[src/rtl/tvp_pkg.sv]
package tvp_pkg;

  localparam int VW  = 32;
  localparam int DTW = 16;
  localparam int DTF = 16;

  typedef logic signed [VW-1:0] val_t;

  localparam logic signed [VW-1:0] VMAX = {1'b0, {(VW-1){1'b1}}};
  localparam logic signed [VW-1:0] VMIN = {1'b1, {(VW-1){1'b0}}};

  localparam logic [2:0] PH_IDLE   = 3'd0;
  localparam logic [2:0] PH_ACCEL  = 3'd1;
  localparam logic [2:0] PH_CRUISE = 3'd2;
  localparam logic [2:0] PH_DECEL  = 3'd3;
  localparam logic [2:0] PH_DONE   = 3'd4;

  localparam logic [1:0] CMD_TICK  = 2'd0;
  localparam logic [1:0] CMD_START = 2'd1;
  localparam logic [1:0] CMD_ABORT = 2'd2;
  localparam logic [1:0] CMD_RESET = 2'd3;

  localparam logic [1:0] REG_ACCEL = 2'd0;
  localparam logic [1:0] REG_SMIN  = 2'd1;
  localparam logic [1:0] REG_SMAX  = 2'd2;
  localparam logic [1:0] REG_THR   = 2'd3;

  localparam logic [1:0] MUL_ACC_DT = 2'd0;
  localparam logic [1:0] MUL_VSQ    = 2'd1;
  localparam logic [1:0] MUL_DIST   = 2'd2;
  localparam logic [1:0] MUL_V_DT   = 2'd3;

  typedef struct packed {
    logic       load;
    logic       mul_en;
    logic [1:0] mul_sel;
    logic       vupd;
    logic       vsq_save;
    logic       cmp;
    logic       pupd;
    logic       out_load;
  } tvp_cmd_t;

  typedef struct packed {
    logic tick_go;
    logic vfin;
    logic out_busy;
  } tvp_stat_t;

endpackage

[src/rtl/tvp_in_if.sv]
interface tvp_in_if;
  logic        valid;
  logic        ready;
  logic [1:0]  command;
  logic [15:0] tick_dt;
  logic signed [31:0] move_target;
  logic signed [31:0] move_speed;

  modport source (output valid, command, tick_dt, move_target, move_speed, input ready);
  modport sink   (input valid, command, tick_dt, move_target, move_speed, output ready);
endinterface

[src/rtl/tvp_out_if.sv]
interface tvp_out_if;
  logic        valid;
  logic        ready;
  logic signed [31:0] speed_out;
  logic signed [31:0] position_out;
  logic [2:0]  phase_code;
  logic        done_flag;

  modport source (output valid, speed_out, position_out, phase_code, done_flag, input ready);
  modport sink   (input valid, speed_out, position_out, phase_code, done_flag, output ready);
endinterface

[src/rtl/tvp_cfg_if.sv]
interface tvp_cfg_if;
  logic        valid;
  logic        ready;
  logic [1:0]  index;
  logic [31:0] data;

  modport source (output valid, index, data, input ready);
  modport sink   (input valid, index, data, output ready);
endinterface

[src/rtl/tvp_datapath.sv]
module tvp_datapath (
  input  logic               clk,
  input  logic               rst_n,
  input  tvp_pkg::tvp_cmd_t  cmd,
  output tvp_pkg::tvp_stat_t stat,
  input  logic [1:0]         in_command,
  input  logic [15:0]        in_tick_dt,
  input  logic signed [31:0] in_move_target,
  input  logic signed [31:0] in_move_speed,
  input  logic               cfg_valid,
  input  logic [1:0]         cfg_index,
  input  logic [31:0]        cfg_data,
  output logic               out_valid,
  input  logic               out_ready,
  output logic signed [31:0] out_speed,
  output logic signed [31:0] out_position,
  output logic [2:0]         out_phase,
  output logic               out_done
);
  import tvp_pkg::*;

  function automatic val_t sat34(input logic signed [VW+1:0] x);
    if (x > $signed({{2{1'b0}}, VMAX})) begin
      return VMAX;
    end else if (x < $signed({{2{1'b1}}, VMIN})) begin
      return VMIN;
    end else begin
      return x[VW-1:0];
    end
  endfunction

  logic [VW-2:0]    accel_r, thr_r;
  val_t             smin_r, smax_r;
  val_t             goal_r, cruise_r, pos_r, vel_r;
  logic [2:0]       phase_r;
  logic [DTW-1:0]   dt_r;
  logic [VW:0]      rem_r;
  logic             zrep_r;
  logic [2*VW-1:0]  vsq_r;
  logic [2*VW:0]    prod_r;
  logic             out_valid_r;
  val_t             out_speed_r, out_pos_r;
  logic [2:0]       out_phase_r;

  logic [VW-2:0]    eff_accel;
  logic [VW-1:0]    vmag;
  logic [VW:0]      mul_a;
  logic [VW-1:0]    mul_b;
  logic             fwd;
  logic signed [VW+1:0] vel_x, delta_x, dstep_x;
  val_t             vel_up, vel_dn, vel_dec;
  logic             stopped;

  assign eff_accel = (accel_r == '0) ? {{(VW-2){1'b0}}, 1'b1} : accel_r;
  assign vmag      = vel_r[VW-1] ? (~vel_r + 1'b1) : vel_r;
  assign fwd       = ~goal_r[VW-1];
  assign vel_x     = {{2{vel_r[VW-1]}}, vel_r};
  assign delta_x   = {3'b000, prod_r[DTF+VW-2:DTF]};
  assign vel_up    = sat34(vel_x + delta_x);
  assign vel_dn    = sat34(vel_x - delta_x);
  assign vel_dec   = fwd ? vel_dn : vel_up;
  assign stopped   = fwd ? (vel_dec <= 0) : (vel_dec >= 0);
  assign dstep_x   = vel_r[VW-1] ? -$signed({2'b00, prod_r[DTF+VW-1:DTF]})
                                 :  $signed({2'b00, prod_r[DTF+VW-1:DTF]});

  always_comb begin
    unique case (cmd.mul_sel)
      MUL_ACC_DT: begin
        mul_a = {2'b00, eff_accel};
        mul_b = {{(VW-DTW){1'b0}}, dt_r};
      end
      MUL_VSQ: begin
        mul_a = {1'b0, vmag};
        mul_b = vmag;
      end
      MUL_DIST: begin
        mul_a = rem_r;
        mul_b = {eff_accel, 1'b0};
      end
      default: begin
        mul_a = {1'b0, vmag};
        mul_b = {{(VW-DTW){1'b0}}, dt_r};
      end
    endcase
  end

  assign stat.tick_go  = (in_command == CMD_TICK) && (in_tick_dt != '0) &&
                         (phase_r == PH_ACCEL || phase_r == PH_CRUISE ||
                          phase_r == PH_DECEL);
  assign stat.vfin     = (phase_r == PH_DECEL) &&
                         ((rem_r <= {2'b00, thr_r}) || stopped);
  assign stat.out_busy = out_valid_r && !out_ready;

  always_ff @(posedge clk) begin
    if (cmd.mul_en) begin
      prod_r <= mul_a * mul_b;
    end
    if (cmd.vsq_save) begin
      vsq_r <= prod_r[2*VW-1:0];
    end
    if (cmd.out_load) begin
      out_speed_r <= zrep_r ? '0 : vel_r;
      out_pos_r   <= pos_r;
      out_phase_r <= phase_r;
    end
  end

  always_ff @(posedge clk) begin
    logic [VW:0]      spd_mag, tgt_mag;
    val_t             m;
    logic signed [VW:0] diff;
    val_t             npos;
    if (!rst_n) begin
      accel_r     <= 31'd256;
      smin_r      <= VMIN;
      smax_r      <= VMAX;
      thr_r       <= 31'd1280;
      goal_r      <= '0;
      cruise_r    <= '0;
      pos_r       <= '0;
      vel_r       <= '0;
      phase_r     <= PH_IDLE;
      out_valid_r <= 1'b0;
    end else begin
      if (cfg_valid) begin
        unique case (cfg_index)
          REG_ACCEL: accel_r <= cfg_data[VW-2:0];
          REG_SMIN:  smin_r  <= cfg_data;
          REG_SMAX:  smax_r  <= cfg_data;
          default:   thr_r   <= cfg_data[VW-2:0];
        endcase
      end
      if (cmd.out_load) begin
        out_valid_r <= 1'b1;
      end else if (out_ready) begin
        out_valid_r <= 1'b0;
      end

      if (cmd.load) begin
        zrep_r <= (in_command == CMD_TICK) && (in_tick_dt == '0);
        dt_r   <= in_tick_dt;
        diff   = {goal_r[VW-1], goal_r} - {pos_r[VW-1], pos_r};
        rem_r  <= diff[VW] ? (~diff + 1'b1) : diff;
        unique case (in_command)
          CMD_START: begin
            if (in_move_speed == '0) begin
              phase_r <= PH_IDLE;
              pos_r   <= '0;
              vel_r   <= '0;
            end else begin
              spd_mag = in_move_speed[VW-1] ? (~{1'b1, in_move_speed} + 1'b1)
                                            : {1'b0, in_move_speed};
              m = (spd_mag > {1'b0, VMAX}) ? VMAX : spd_mag[VW-1:0];
              if (in_move_target[VW-1]) begin
                m = -m;
              end
              if (m < smin_r) begin
                m = smin_r;
              end else if (m > smax_r) begin
                m = smax_r;
              end
              tgt_mag = in_move_target[VW-1] ? (~{1'b1, in_move_target} + 1'b1)
                                             : {1'b0, in_move_target};
              goal_r   <= in_move_target;
              cruise_r <= m;
              vel_r    <= '0;
              if (tgt_mag <= {2'b00, thr_r}) begin
                pos_r   <= in_move_target;
                phase_r <= PH_DONE;
              end else begin
                pos_r   <= '0;
                phase_r <= PH_ACCEL;
              end
            end
          end
          CMD_ABORT: begin
            vel_r   <= '0;
            phase_r <= PH_DONE;
          end
          CMD_RESET: begin
            goal_r   <= '0;
            cruise_r <= '0;
            pos_r    <= '0;
            vel_r    <= '0;
            phase_r  <= PH_IDLE;
          end
          default: begin
            if (in_tick_dt != '0 && (phase_r == PH_IDLE || phase_r == PH_DONE)) begin
              vel_r <= '0;
            end
          end
        endcase
      end

      if (cmd.vupd) begin
        case (phase_r)
          PH_ACCEL: begin
            if (fwd ? (vel_up >= cruise_r) : (vel_dn <= cruise_r)) begin
              vel_r   <= cruise_r;
              phase_r <= PH_CRUISE;
            end else begin
              vel_r <= fwd ? vel_up : vel_dn;
            end
          end
          PH_CRUISE: vel_r <= cruise_r;
          default: begin
            if (stat.vfin) begin
              pos_r   <= goal_r;
              vel_r   <= '0;
              phase_r <= PH_DONE;
            end else begin
              vel_r <= vel_dec;
            end
          end
        endcase
      end

      if (cmd.cmp && phase_r != PH_DECEL && prod_r <= {1'b0, vsq_r}) begin
        phase_r <= PH_DECEL;
      end

      if (cmd.pupd) begin
        npos = sat34({{2{pos_r[VW-1]}}, pos_r} + dstep_x);
        if (fwd ? (npos > goal_r) : (npos < goal_r)) begin
          pos_r   <= goal_r;
          vel_r   <= '0;
          phase_r <= PH_DONE;
        end else begin
          pos_r <= npos;
        end
      end
    end
  end

  assign out_valid    = out_valid_r;
  assign out_speed    = out_speed_r;
  assign out_position = out_pos_r;
  assign out_phase    = out_phase_r;
  assign out_done     = (out_phase_r == PH_DONE);

endmodule

[src/rtl/tvp_ctrl.sv]
module tvp_ctrl (
  input  logic               clk,
  input  logic               rst_n,
  input  logic               in_valid,
  output logic               in_ready,
  input  tvp_pkg::tvp_stat_t stat,
  output tvp_pkg::tvp_cmd_t  cmd
);
  import tvp_pkg::*;

  localparam logic [3:0] ST_IDLE = 4'd0;
  localparam logic [3:0] ST_MD   = 4'd1;
  localparam logic [3:0] ST_VUPD = 4'd2;
  localparam logic [3:0] ST_MV   = 4'd3;
  localparam logic [3:0] ST_MR   = 4'd4;
  localparam logic [3:0] ST_CMP  = 4'd5;
  localparam logic [3:0] ST_MP   = 4'd6;
  localparam logic [3:0] ST_PUPD = 4'd7;
  localparam logic [3:0] ST_FIN  = 4'd8;

  logic [3:0] st_r, st_nxt;

  assign in_ready = (st_r == ST_IDLE);

  always_comb begin
    cmd    = '0;
    st_nxt = st_r;
    unique case (st_r)
      ST_IDLE: begin
        if (in_valid) begin
          cmd.load = 1'b1;
          st_nxt   = stat.tick_go ? ST_MD : ST_FIN;
        end
      end
      ST_MD: begin
        cmd.mul_en  = 1'b1;
        cmd.mul_sel = MUL_ACC_DT;
        st_nxt      = ST_VUPD;
      end
      ST_VUPD: begin
        cmd.vupd = 1'b1;
        st_nxt   = stat.vfin ? ST_FIN : ST_MV;
      end
      ST_MV: begin
        cmd.mul_en  = 1'b1;
        cmd.mul_sel = MUL_VSQ;
        st_nxt      = ST_MR;
      end
      ST_MR: begin
        cmd.vsq_save = 1'b1;
        cmd.mul_en   = 1'b1;
        cmd.mul_sel  = MUL_DIST;
        st_nxt       = ST_CMP;
      end
      ST_CMP: begin
        cmd.cmp = 1'b1;
        st_nxt  = ST_MP;
      end
      ST_MP: begin
        cmd.mul_en  = 1'b1;
        cmd.mul_sel = MUL_V_DT;
        st_nxt      = ST_PUPD;
      end
      ST_PUPD: begin
        cmd.pupd = 1'b1;
        st_nxt   = ST_FIN;
      end
      ST_FIN: begin
        if (!stat.out_busy) begin
          cmd.out_load = 1'b1;
          st_nxt       = ST_IDLE;
        end
      end
      default: st_nxt = ST_IDLE;
    endcase
  end

  always_ff @(posedge clk) begin
    if (!rst_n) begin
      st_r <= ST_IDLE;
    end else begin
      st_r <= st_nxt;
    end
  end

`ifndef SYNTH
  a_strobes: assert property (@(posedge clk) disable iff (!rst_n)
    $onehot0({cmd.load, cmd.vupd, cmd.cmp, cmd.pupd, cmd.out_load}))
    else $error("datapath strobes overlap");
  a_md_seq: assert property (@(posedge clk) disable iff (!rst_n)
    st_r == ST_MD |=> st_r == ST_VUPD)
    else $error("multiply step not followed by velocity update");
  a_fin: assert property (@(posedge clk) disable iff (!rst_n)
    (st_r == ST_FIN && !stat.out_busy) |=> st_r == ST_IDLE)
    else $error("result not released when output slot free");
`endif

endmodule

[src/rtl/trapezoid_velocity_planner_top.sv]
// Trapezoidal move planner. Each beat on in_ch carries a command (tick, start,
// abort or reset) with its tick time, relative target and cruise speed, and
// produces exactly one beat on out_ch with speed, position, phase and done.
// Configuration registers are written over cfg_ch, which is always ready;
// writes are expected only while no beat is in flight.
// Start, abort, reset, a zero-length tick and a tick while idle or done go
// straight to the final step. A tick in an active phase is paced by
// one shared 33x32 multiplier used four times in sequence (acceleration step,
// speed squared, braking distance, position step); a tick that ends the move
// in deceleration stops after the acceleration step. The result is
// registered in the final step once the output register is free; a new beat
// is taken only after the previous one has been through the final step.
// in_ch is ready whenever the controller is idle, so the next beat can be
// taken while a result still waits on out_ch. If out_ch stalls, the finished
// item waits in the final step and no further beat is taken until the output
// register is free.
// After rst_n the planner is idle at zero and the registers hold their
// defaults.
module trapezoid_velocity_planner_top (
  input logic      clk,
  input logic      rst_n,
  tvp_in_if.sink   in_ch,
  tvp_out_if.source out_ch,
  tvp_cfg_if.sink  cfg_ch
);
  import tvp_pkg::*;

  tvp_cmd_t  cmd;
  tvp_stat_t stat;
  logic      in_ready;

  assign in_ch.ready  = in_ready;
  assign cfg_ch.ready = 1'b1;

  tvp_ctrl u_ctrl (
    .clk      (clk),
    .rst_n    (rst_n),
    .in_valid (in_ch.valid),
    .in_ready (in_ready),
    .stat     (stat),
    .cmd      (cmd)
  );

  tvp_datapath u_dp (
    .clk            (clk),
    .rst_n          (rst_n),
    .cmd            (cmd),
    .stat           (stat),
    .in_command     (in_ch.command),
    .in_tick_dt     (in_ch.tick_dt),
    .in_move_target (in_ch.move_target),
    .in_move_speed  (in_ch.move_speed),
    .cfg_valid      (cfg_ch.valid),
    .cfg_index      (cfg_ch.index),
    .cfg_data       (cfg_ch.data),
    .out_valid      (out_ch.valid),
    .out_ready      (out_ch.ready),
    .out_speed      (out_ch.speed_out),
    .out_position   (out_ch.position_out),
    .out_phase      (out_ch.phase_code),
    .out_done       (out_ch.done_flag)
  );

endmodule
[src/flat_wrapper.sv]
// flat-port wrapper written by rule: the top's interface ports become plain ports
module trapezoid_velocity_planner_top_flat import tvp_pkg::*;
  (clk, rst_n, in_ch_valid, in_ch_command, in_ch_tick_dt, in_ch_move_target, in_ch_move_speed, in_ch_ready, out_ch_valid, out_ch_speed_out, out_ch_position_out, out_ch_phase_code, out_ch_done_flag, out_ch_ready, cfg_ch_valid, cfg_ch_index, cfg_ch_data, cfg_ch_ready);
  tvp_in_if in_ch_i ();
  tvp_out_if out_ch_i ();
  tvp_cfg_if cfg_ch_i ();
  input logic clk;
  input logic rst_n;
  input wire logic [$bits(in_ch_i.valid)-1:0] in_ch_valid;
  input wire logic [$bits(in_ch_i.command)-1:0] in_ch_command;
  input wire logic [$bits(in_ch_i.tick_dt)-1:0] in_ch_tick_dt;
  input wire logic [$bits(in_ch_i.move_target)-1:0] in_ch_move_target;
  input wire logic [$bits(in_ch_i.move_speed)-1:0] in_ch_move_speed;
  output wire logic [$bits(in_ch_i.ready)-1:0] in_ch_ready;
  output wire logic [$bits(out_ch_i.valid)-1:0] out_ch_valid;
  output wire logic [$bits(out_ch_i.speed_out)-1:0] out_ch_speed_out;
  output wire logic [$bits(out_ch_i.position_out)-1:0] out_ch_position_out;
  output wire logic [$bits(out_ch_i.phase_code)-1:0] out_ch_phase_code;
  output wire logic [$bits(out_ch_i.done_flag)-1:0] out_ch_done_flag;
  input wire logic [$bits(out_ch_i.ready)-1:0] out_ch_ready;
  input wire logic [$bits(cfg_ch_i.valid)-1:0] cfg_ch_valid;
  input wire logic [$bits(cfg_ch_i.index)-1:0] cfg_ch_index;
  input wire logic [$bits(cfg_ch_i.data)-1:0] cfg_ch_data;
  output wire logic [$bits(cfg_ch_i.ready)-1:0] cfg_ch_ready;
  assign in_ch_i.valid = in_ch_valid;
  assign in_ch_i.command = in_ch_command;
  assign in_ch_i.tick_dt = in_ch_tick_dt;
  assign in_ch_i.move_target = in_ch_move_target;
  assign in_ch_i.move_speed = in_ch_move_speed;
  assign in_ch_ready = in_ch_i.ready;
  assign out_ch_valid = out_ch_i.valid;
  assign out_ch_speed_out = out_ch_i.speed_out;
  assign out_ch_position_out = out_ch_i.position_out;
  assign out_ch_phase_code = out_ch_i.phase_code;
  assign out_ch_done_flag = out_ch_i.done_flag;
  assign out_ch_i.ready = out_ch_ready;
  assign cfg_ch_i.valid = cfg_ch_valid;
  assign cfg_ch_i.index = cfg_ch_index;
  assign cfg_ch_i.data = cfg_ch_data;
  assign cfg_ch_ready = cfg_ch_i.ready;
  trapezoid_velocity_planner_top u_core (.clk(clk), .rst_n(rst_n), .in_ch(in_ch_i), .out_ch(out_ch_i), .cfg_ch(cfg_ch_i));
endmodule
[config.mk]
export PLATFORM = sky130hd
export DESIGN_NAME = trapezoid_velocity_planner_top_flat
export DESIGN_NICKNAME = d
export VERILOG_FILES = /design/src/rtl/tvp_pkg.sv /design/src/rtl/tvp_in_if.sv /design/src/rtl/tvp_out_if.sv /design/src/rtl/tvp_cfg_if.sv /design/src/rtl/tvp_datapath.sv /design/src/rtl/tvp_ctrl.sv /design/src/rtl/trapezoid_velocity_planner_top.sv /design/src/flat_wrapper.sv
export SDC_FILE = /design/constraint.sdc
export NUM_CORES = 2
export LEC_CHECK = 0
export CAP_MARGIN = 20
export CELL_PAD_IN_SITES_DETAIL_PLACEMENT = 0
export CELL_PAD_IN_SITES_GLOBAL_PLACEMENT = 2
export CORE_MARGIN = 4
export CORE_UTILIZATION = 45
export DETAILED_ROUTE_END_ITERATION = 10
export DONT_BUFFER_PORTS = 1
export HOLD_SLACK_MARGIN = 0.02
export PLACE_DENSITY_LB_ADDON = 0.1
export SLEW_MARGIN = 25
export SYNTH_ARGS = -nofsm -noshare
export SYNTH_HDL_FRONTEND = slang
export SYNTH_SLANG_ARGS = --single-unit
[constraint.sdc]
create_clock -name clk -period 27.9 [get_ports clk]
set_clock_uncertainty 0.2 [all_clocks]
set_input_delay 8.37 -clock clk [delete_from_list [all_inputs] [get_ports clk]]
set_output_delay 8.37 -clock clk [all_outputs]
set_load 0.01 [all_outputs]
==> reports/metrics.csv <==
metric,value,unit
post_cts_resized,0,
ys.flop_type,dfxtp_1,
r2r-start,u_core.u_dp.vel_r[0]$_SDFF_PN0_,
slowest_stage,or4b_1,
grt_use_met2,53.93,%
dp_slack,12030,ps
rows,147,
wire_per_inst,28.60,µm
syn-cell-area,0.07305,mm²
synth_top_family_by_area,adder cells,
synth_fa_ha_area_share,37.25,%
cts.htree.levels,3,
grt_max_degree,74,
cp.required,28290,ps
grtUsageMet1,50.40,%
grt_busiest_layer,met2,
leakage,35.79,nW
post-route-util,48.66,%
dr.pass1.iters,6,
async_reset_ff_share,0,%
fp.dieArea,0.1688,mm²
drv_cap,0,
final_nets,10230,
hold_violations,0,
fin_ws,12720,ps
crit_start,in_ch_move_speed[12],
drt_iter0_drc,7223,
post_synth_inst_count,8666,
holdBufCountCts,0,
antenna_left,0,
synth_simple_gate_area_share,15.82,%
synth-seq-cells,508,
yosysTopAreaCell,fa_1,
pin_count,192,
syn_nets,10400,
tritoncts,done,
gp_congestion,0.9897,
drc,0,
arrival,15570,ps
die_w,410.9,µm
critPathCaptureType,flip-flop,
fin_crit_sh,54.42,%
track_usage,36.08,%
antenna_found_initial,32,
cts_buffers,67,
grt_setup_unrepaired,no,
finalSetupTns,0,ps
dp_cells,10580,
core,0.1609,mm²
start_util,45.39,%
hp-class,reg -> reg,
synthXorXnorAreaFrac,4.184,%
startpoint_type,primary input,
outcome,"finished, final reports clean",
drive_above_1_share,4.999,%
setup_violations,0,
synth_edf_count,246,
die_h,410.9,µm
via_per_inst,6.017,
synth.yosys.seq_area_share,17.29,%
worst-path-buf-inv,0,
synth_cell_types,96,
clock_latency,720,ps
routed_wl,306500,µm
post_cts_buffers,0,
worstPathMaxFanout,62,
synth_common_cells,"1,281 x inv_1, 1,128 x nand2_1, 930 x fa_1",
clockBufferDepth,3,
avgSynthCellArea,8.430,µm²
synth.area.top_cells,"fa_1 25%, ha_1 12%, edfxtp_1 10%",
clock-sinks,508,
pwr_density_cell,33.98,mW/mm²
vias,64480,
crit_type,in -> reg,
grt_pass1_vias,63310,
min_period,15180,ps
hp-start,u_core.u_dp.prod_r[5]$_DFFE_PP_,
path_delay_family,simple AND/OR/NAND/NOR gates,
yosysMostFrequentCell,inv_1,
cp_common_cell,a21o_1,
port_buffers,0,
cts_root_buf,clkbuf_16,
slew_violations,0,
synth_compound_area_share,16.36,%
areaGrowthSynthToFinish,7.194,%
max_stage_delay,650,ps
dpl.hpwl,238900,µm
yosys_warnings,0,
grt.met3_usage,7.229,%
max_freq,65.86,MHz
worst_pin_slew,1163,ps
stdcell_count,10720,
slew_headroom,22.44,%
vdd_ir_drop_max,0.05415,mV
path_clk_slew,60,ps
power,2.661,mW
synthMuxAreaShare,0.1987,%
grt_pass1_wl,444600,µm
grt-ovfl-total,0,
synth_top_area_share,25.49,%
## layer usage
| layer | share of wire, % | vias to the layer above |
|---|---|---|
| met5 | 0.034 | - |
| li1 | - | 28360 |
| met3 | 9.1 | 621 |
| met4 | 5.5 | 14 |
| met2 | 43 | 3034 |
| met1 | 43 | 32450 |
## final timing paths
check	endpoint	slack [ps]	cells after the start
min reg2reg	u_core.u_dp.vsq_r[5]$_DFFE_PP_	250	0
min	u_core.u_dp.vsq_r[5]$_DFFE_PP_	250	0
max	u_core.u_dp.cruise_r[10]$_SDFFE_PN0P_	12720	26
max reg2reg	u_core.u_dp.prod_r[63]$_DFFE_PP_	13990	37
## area by class of cell
cell class | instances | area [µm²]
inverter | 1283 | 4818
fill | 15880 | 82630
antenna | 16 | 40.04
clock inverter | 35 | 603.1
tap | 2160 | 2703
multi-input combinational | 6444 | 54310
timing repair buffer | 186 | 1433
sequential | 508 | 12630
clock buffer | 85 | 1764
## kinds of logic after synthesis
family          Yosys count
simple gates           2640
compound gates         1823
buf+inv                1714
fa+ha+maj              1617
flops                   508
xor+xnor                349
mux                      14
other cells               1
## cells in the final DEF (no fill, tap or decap), types with 35 or more instances in the layout
cell type	netlist	routed
a211oi_1	45	44
or2_2	35	35
a21oi_1	526	505
a22oi_1	81	81
inv_1	1281	1280
clkbuf_16	0	67
nand4_1	88	88
a31oi_1	35	35
nor3_1	67	66
xnor2_1	237	235
a221oi_1	53	53
o211ai_1	68	68
or3_1	44	44
o21ai_0	308	304
buf_4	2	182
fa_1	930	930
a21o_1	209	209
nor2_1	853	848
nand2b_1	66	66
nand2_1	1128	1127
nor2b_1	113	112
ha_1	685	682
o21a_1	94	91
xor2_1	112	112
dfxtp_1	262	260
nor4_1	38	35
nand3_1	75	75
edfxtp_1	246	246
o31ai_1	83	82
## power breakdown
group / switching [mW] / total (mW) / internal, mW
Sequential: 0.0439 / 0.882 / 0.838
Combinational: 0.517 / 0.819 / 0.302
Clock: 0.392 / 0.959 / 0.567
## sequential cells by signal, indices dropped and copies added (netlist names)
register	flops
u_core.u_dp.vel_r	32
u_core.u_dp.vsq_r	64
u_core.u_dp.cruise_r	32
u_core.u_dp.dt_r	16
u_core.u_dp.phase_r	3
u_core.u_dp.thr_r	31
u_core.u_dp.out_speed	32
u_core.u_dp.smin_r	32
u_core.u_dp.pos_r	32
u_core.u_dp.out_phase	3
u_core.u_dp.accel_r	31
u_core.u_dp.smax_r	32
u_core.u_ctrl.st_r	4
u_core.u_dp.out_valid	1
u_core.u_dp.goal_r	32
u_core.u_dp.zrep_r	1
u_core.u_dp.out_position	32
u_core.u_dp.rem_r	33
u_core.u_dp.prod_r	65
## per-stage QoR
step | hold slack (ps) | cell area (µm²)
after global placement | 234.8 | 75790
after floorplan | 226.4 | 73050
after detailed placement | 240.2 | 75840
after CTS | 253.8 | 78210
after global routing | 261.0 | 78270
final | 254.8 | 78310
Power figures use the tool's default switching activity.
